**src/hdl/lbm_pkg.sv**
```systemverilog
// shared types and constants for the label boundary marker block
`default_nettype none
package lbm_pkg;
  localparam logic [1:0] OP_WR_OFFSET = 2'd0;
  localparam logic [1:0] OP_WR_LABEL  = 2'd1;
  localparam logic [1:0] OP_SCAN      = 2'd2;
  localparam logic [1:0] OP_RESTART   = 2'd3;

  localparam logic [2:0] REG_SIZE_X   = 3'd0;
  localparam logic [2:0] REG_SIZE_Y   = 3'd1;
  localparam logic [2:0] REG_SIZE_Z   = 3'd2;
  localparam logic [2:0] REG_NBR_CNT  = 3'd3;
  localparam logic [2:0] REG_BORDER   = 3'd4;

  typedef struct packed {
    logic [1:0]  operation;
    logic [4:0]  entry_index;
    logic [6:0]  offset_x;
    logic [6:0]  offset_y;
    logic [6:0]  offset_z;
    logic [17:0] voxel_address;
    logic [15:0] label_value;
  } in_item_t;

  typedef struct packed {
    logic [17:0] marker_address;
    logic        found;
    logic        scan_done;
    logic [18:0] marker_total;
  } out_item_t;

  typedef struct packed {
    logic [2:0] index;
    logic [6:0] value;
  } cfg_item_t;

  // controller -> datapath commands
  typedef struct packed {
    logic wr_offset;
    logic wr_label;
    logic restart;
    logic resync;       // rebuild coordinates from the linear position
    logic start_voxel;  // read label at scan position
    logic load_center;  // latch center label
    logic start_nbr;    // issue neighbor read for current entry
    logic check_nbr;    // compare neighbor label
    logic next_voxel;   // advance position
    logic hit;          // count marker and build result
    logic finish;       // build done result
  } cmd_t;

  typedef struct packed {
    logic stale;       // sizes changed since coordinates were derived
    logic resync_busy;
    logic at_end;      // position at or past volume end
    logic center_nil;
    logic border;
    logic nbr_last;    // no more neighbor entries
    logic nbr_valid;   // current neighbor is in bounds
    logic nbr_differs;
  } status_t;
endpackage
`default_nettype wire

```
**src/hdl/lbm_ctrl.sv**
```systemverilog
// scan controller state machine
`default_nettype none
module lbm_ctrl (
  input  wire logic              clk,
  input  wire logic              rst,
  input  wire logic              in_valid,
  input  wire logic [1:0]        in_op,
  output logic                   in_ready,
  output logic                   out_valid,
  input  wire logic              out_ready,
  input  wire lbm_pkg::status_t  status,
  output lbm_pkg::cmd_t          cmd
);
  typedef enum logic [9:0] {
    S_IDLE  = 10'b0000000001,
    S_CHK   = 10'b0000000010,
    S_CA    = 10'b0000000100,  // address pipe
    S_CB    = 10'b0000001000,
    S_CR    = 10'b0000010000,  // center label ready
    S_NO    = 10'b0000100000,  // issue neighbor read
    S_NA    = 10'b0001000000,
    S_NB    = 10'b0010000000,
    S_NR    = 10'b0100000000,
    S_DIV   = 10'b1000000000   // coordinates rebuilt after a size change
  } state_t;

  state_t state, state_next;
  logic out_full;

  assign in_ready = (state == S_IDLE) && !out_full;
  assign out_valid = out_full;

  always_comb begin
    state_next = state;
    cmd = '0;
    case (state)
      S_IDLE: if (in_valid && in_ready) begin
        case (in_op)
          lbm_pkg::OP_WR_OFFSET: cmd.wr_offset = 1'b1;
          lbm_pkg::OP_WR_LABEL:  cmd.wr_label = 1'b1;
          lbm_pkg::OP_RESTART:   cmd.restart = 1'b1;
          default: state_next = S_CHK;
        endcase
      end
      S_CHK: if (status.stale) begin
        cmd.resync = 1'b1; state_next = S_DIV;
      end else if (status.at_end) begin
        cmd.finish = 1'b1; state_next = S_IDLE;
      end else begin
        cmd.start_voxel = 1'b1; state_next = S_CA;
      end
      S_DIV: if (!status.resync_busy) state_next = S_CHK;
      S_CA: state_next = S_CB;
      S_CB: state_next = S_CR;
      S_CR: begin
        cmd.load_center = 1'b1;
        if (status.center_nil || (status.border && status.nbr_last)) begin
          cmd.next_voxel = 1'b1; state_next = S_CHK;
        end else if (!status.border) begin
          cmd.hit = 1'b1; cmd.next_voxel = 1'b1; state_next = S_IDLE;
        end else state_next = S_NO;
      end
      S_NO: begin cmd.start_nbr = 1'b1; state_next = S_NA; end
      S_NA: state_next = S_NB;
      S_NB: state_next = S_NR;
      S_NR: begin
        cmd.check_nbr = 1'b1;
        if (status.nbr_valid && status.nbr_differs) begin
          cmd.hit = 1'b1; cmd.next_voxel = 1'b1; state_next = S_IDLE;
        end else if (status.nbr_last) begin
          cmd.next_voxel = 1'b1; state_next = S_CHK;
        end else state_next = S_NO;
      end
      default: state_next = S_IDLE;
    endcase
  end

  always_ff @(posedge clk) begin
    if (rst) begin
      state <= S_IDLE;
      out_full <= 1'b0;
    end else begin
      state <= state_next;
      if (cmd.hit || cmd.finish) out_full <= 1'b1;
      else if (out_ready) out_full <= 1'b0;
    end
  end

  a_onecmd: assert property (@(posedge clk) disable iff (rst)
    !(cmd.hit && cmd.finish)) else $error("hit and finish together");
  a_noover: assert property (@(posedge clk) disable iff (rst)
    (cmd.hit || cmd.finish) |-> !out_full) else $error("result overwritten");
  a_idle_rdy: assert property (@(posedge clk) disable iff (rst)
    in_ready |-> state == S_IDLE) else $error("ready outside idle");
endmodule
`default_nettype wire

```
**config.mk**
```make
export PLATFORM = sky130hd
export DESIGN_NAME = lbm_ctrl
export DESIGN_NICKNAME = d
export VERILOG_FILES = /design/src/hdl/lbm_pkg.sv /design/src/hdl/lbm_ctrl.sv
export SDC_FILE = /design/constraint.sdc
export NUM_CORES = 1
export LEC_CHECK = 0
export ABC_AREA = 1
export BUFFER_PORTS_ARGS = -buffer_cell sky130_fd_sc_hd__buf_2
export CAP_MARGIN = 20
export CELL_PAD_IN_SITES_DETAIL_PLACEMENT = 1
export CELL_PAD_IN_SITES_GLOBAL_PLACEMENT = 1
export CORE_AREA = 5 5 60 62
export CTS_CLUSTER_SIZE = 30
export DETAILED_ROUTE_END_ITERATION = 8
export DIE_AREA = 0 0 65 67
export PLACE_DENSITY = 0.81
export SYNTH_ARGS = -nofsm -noshare
export SYNTH_HDL_FRONTEND = slang
export SYNTH_SLANG_ARGS = --single-unit
```
**constraint.sdc**
```tcl
create_clock -name clk -period 1.75 [get_ports clk]
set_clock_uncertainty 0.15 [all_clocks]
set_input_delay 0.35 -clock clk [delete_from_list [all_inputs] [get_ports clk]]
set_output_delay 0.35 -clock clk [all_outputs]
set_load 0.03 [all_outputs]
```
Yosys cells after proc, flatten, opt, wreduce, memory -nomap -nowiden --
Cells that the tools add are included. W data, S select, Z words.
Storage, ports and cells: memories kept 0, bits in writable memories 0, bits in latches 0, bits in read-only memories 0, logic and storage cells 62, bits in registers 11
Operators by class: bitwise gates (word level) 0, reductions and logical operators 11, $add $sub $neg 0, divide/modulo/power cells 0, shift operators 0, multiplexer cells 34, magnitude comparators 0, multiply operators 0, equal/unequal tests 15
Operators with widths (count):
- $pmux W10 S10 | 1
- $mux W10 | 6
- $mux W1 | 19
- $mux W6 | 2
- $eq A10 B1 Y1 const B | 1
- $eq A10 B10 Y1 const B | 1
- $eq A10 B2 Y1 const B | 1
- $eq A10 B3 Y1 const B | 1
- $eq A10 B4 Y1 const B | 1
- $eq A10 B5 Y1 const B | 1
- $eq A10 B6 Y1 const B | 1
- $eq A10 B7 Y1 const B | 1
- $eq A10 B8 Y1 const B | 1
- $eq A10 B9 Y1 const B | 1
- $mux W3 | 3
- $logic_and A1 B1 Y1 | 4
- $mux W2 | 2
- $ne A2 B2 Y1 const B | 2
- $pmux W2 S2 | 1
- $reduce_and A3 Y1 | 1
- $reduce_or A3 Y1 | 1
- $eq A2 B1 Y1 const B | 1
- $eq A2 B2 Y1 const B | 1
- $logic_not A2 Y1 | 1
- other kinds (4) | 5

Longest topological paths before layout --
word-level depth 6, mapped depth 9, gate-level depth less buffers 9

Least setup slack after synthesis --
OpenSTA, ideal clock, no wires.
path type register -> output, from register state[6], to output port cmd[10] (netlist name), cell stages (with the launch flop) 8, path slack -0.485 ns, arrival time 1.735 ns, path buffers 0, data required time 1.250 ns, cells stage by stage dfxtp_1 -> nor2_4 -> nand2_4 -> nor2_4 -> nand3_2 -> nor2_4 -> nand2_2 -> nor3_1
RTL lines:
- start: declaration | RTL line lbm_ctrl.sv:27 | state_t state, state_next;
- start signal: assignment | RTL line lbm_ctrl.sv:83 | state <= state_next;
- end: declaration | RTL line lbm_ctrl.sv:12 | output lbm_pkg::cmd_t cmd

==> flow_metrics.py <==
metrics = {
    "run_status": {
        "outcome": "complete, but fails checks",
        "failed_checks": "negative setup slack",
    },
    "clock_tree": {
        "clock_latency_ns": 0.27,
        "tritoncts": "built",
        "cts_root_buf": "clkbuf_4",
        "h-tree-depth": 1,
        "path_clk_slew_ns": 0.08,
        "cts_buffer_depth": 2,
        "clock-sinks": 11,
        "cts_made_buffers": 3,
    },
    "setup_path": {
        "crit_top_cell": "nor2_4",
        "cp.required_ns": 1.25,
        "r2r_cells": 10,
        "start_kind": "flop",
        "end_kind": "output port",
        "r2r_end": "state[9]",
        "cp_num_buf_inv": 1,
        "critPathArrivalTime_ns": 1.59,
        "r2r-start": "state[8]",
        "cpMaxStageDelayCell": "dfxtp_2",
        "slowest_delay_ns": 0.35,
        "critPathTopFamily": "simple AND/OR/NAND/NOR gates",
        "path_cells": "nor2_4, nand2_4, nor2_4, nand3_4, nor2_4, nand2_4, nor3_4, buf_6",
        "worstSetupPathType": "reg -> out",
        "cp_max_fo": 4,
        "r2r_setup_slack_ns": 0,
    },
    "layout": {
        "area_growth_pct": 59.7,
        "nNetsFinal": 206,
        "drive_above_1_share": 0.476,
        "final_util": 0.484,
        "instances_no_fill": 224,
        "final_area_um2": 1440,
        "diodes": 0,
    },
    "flow_run": {
        "max_cap_violations": 0,
    },
    "timing": {
        "setup_viol": 13,
        "timing.final.max_slew_violations": 0,
        "finalHoldViolCount": 0,
        "period_share": 1.19,
        "hold_ws_ns": 0.314,
        "maxSlewHeadroom": 0.651,
        "timing.fmax_mhz": 480,
        "period_needed_ns": 2.09,
        "fin_ws_ns": -0.335,
        "rsz0062_at_grt": "yes",
        "tightest_slew_ns": 0.523,
        "setup_tns_ns": -3.10,
    },
    "power_and_ir_drop": {
        "combPwrFrac": 0.705,
        "seqPwrFrac": 0.185,
        "total_power_mw": 1.73,
        "p_clk_frac": 0.110,
        "p_int_uw": 897,
        "switching_share": 0.482,
        "powerDensity_nw_per_um2": 1200,
        "p_leak_nw": 0.847,
        "ir_worst_vdd_v": 0.000705,
        "switchingPower_uw": 834,
    },
    "logic_synthesis": {
        "yosysWarningCount": 0,
        "synth_cells": 138,
        "syn_avg_cell_area_um2": 6.55,
        "yosysTopAreaCell": "dfxtp_1",
        "synthTopCellsByArea": "dfxtp_1, inv_1, nand2_1",
        "synth.distinct_cells": 22,
        "ys_ff_latch": 11,
        "ys_seq_area_frac": 0.244,
        "synth_nets": 152,
        "synth_top_area_share": 0.244,
        "netlist_area_um2": 903,
    },
    "routing": {
        "postRouteAntennaNets": 0,
        "wl_per_cell_um": 16.2,
        "vias_per_cell": 4.94,
        "dr.pass1.iters": 4,
        "wirelength_mm": 3.63,
        "drc": 0,
        "vias": 1107,
        "drtIter0Drc": 14,
    },
    "floorplanning": {
        "die_w_um": 65,
        "start_util": 0.303,
        "die_h_um": 67,
        "core_um2": 2980,
        "dieArea_um2": 4360,
        "rows": 20,
        "io_pins": 27,
    },
    "place": {
        "io_buffer_count": 26,
        "dp_hpwl_mm": 2.34,
        "place_congestion": 0.803,
        "dp_cells": 210,
        "placed_cell_area_um2": 1220,
        "dp_slack_ns": -0.0556,
    },
    "hold_path": {
        "worstHoldPathCells": 6,
        "hold_class": "in -> reg",
        "worstHoldStart": "out_ready",
        "min_to": "out_valid",
    },
    "grt": {
        "grt_pass1_wl_mm": 5.28,
        "track_usage": 0.156,
        "antenna_found_initial": 0,
        "grt_max_degree": 11,
        "grt_overflow": 0,
        "grt_pass1_vias": 1210,
    },
}
final cells by class:
cell class	count	area (µm²)
fillers	386	1540
multi-input cells	89	619
repair buffers	49	382
flip-flops and latches	11	228
inverters	38	146
well taps	33	41.3
clock buffers	4	26.3
worst max path at each step:
| stage | startpoint | slack [ns] | cells past startpoint | to |
|---|---|---|---|---|
| 3_3_place_gp | state[2] | 0.008 | 8 | cmd[10] |
| 4_1_cts | state[2] | -0.30 | 8 | cmd[10] |
| 5_1_grt | state[8] | -0.42 | 8 | cmd[10] |
| 6_report | state[8] | -0.34 | 8 | cmd[10] |
| 2_1_floorplan | state[5] | -0.16 | 7 | cmd[10] |
| 3_5_place_dp | state[8] | -0.06 | 8 | cmd[10] |
power by group through the flow:
| stage | registers, mW | logic (mW) | clock network, mW |
|---|---|---|---|
| 6_report | 0.321 | 1.22 | 0.190 |
| 5_1_grt | 0.324 | 1.31 | 0.199 |
| 4_1_cts | 0.319 | 1.10 | 0.194 |
| 3_5_place_dp | 0.317 | 0.960 | 0 |
| 3_3_place_gp | 0.318 | 0.916 | 0 |
| 2_1_floorplan | 0.328 | 0.627 | 0 |
logic make-up (layout without fill, tap and decap cells):
logic type	after synthesis	count (layout)	share of synthesized area
and+or+nand+nor	85	85	0.555
buffers and inverters	38	91	0.158
DFF	11	11	0.244
AOI/OAI and AO/OA	4	4	0.0429
metal layers:
layer / track usage / vias up / part of all wire
met1: 0.159 / 559 / 0.37
li1: - / 527 / -
met2: 0.319 / 17 / 0.61
met3: 0.0202 / 4 / 0.014
met5: 0 / - / 0
met4: 0.0554 / 0 / 0.0058
worst min-delay path: stages:
cell and delay (ns):
buf_2 0.09, inv_1 0.04, nand2_1 0.05, nand4_1 0.08, nand2_1 0.05, inv_1 0.05
flip-flops by register name, summed over array words and instances, names as in the netlist:
name       flops
state         10
out_valid      1
cells in the final DEF, fill, tap and decap left out:
master      instances
and2_1              1
buf_2              14
buf_4              22
buf_6              13
clkbuf_1            1
clkbuf_4            3
clkinv_1            1
clkinvlp_4          1
dfxtp_1             5
dfxtp_2             6
inv_1              32
inv_2               4
nand2_1            24
nand2_2             4
nand2_4             5
nand3_1             9
nand3_2             1
nand3_4             1
nand4_1             9
nand4_4             1
nor2_1             14
nor2_4              9
nor2_8              1
nor3_1              2
nor3_4              4
o21ai_1             1
o21ai_2             1
o21bai_1            1
o31ai_4             1
cells in the mapped netlist (all sizes together):
cell,n
inv,37
nand2,33
nor2,24
dfxtp,11
nand3,11
nand4,10
nor3,6
o21ai,2
and2,1
clkinv,1
o21bai,1
o31ai,1
timing repair:
item,4_1_cts,5_1_grt
setup buffers,5,5
pin swaps,4,1
hold endpoints to repair,0,0
gates resized for setup,30,11
endpoints found under the setup margin,12,13
hold buffers,0,0
(Power assumes the default switching activity.)
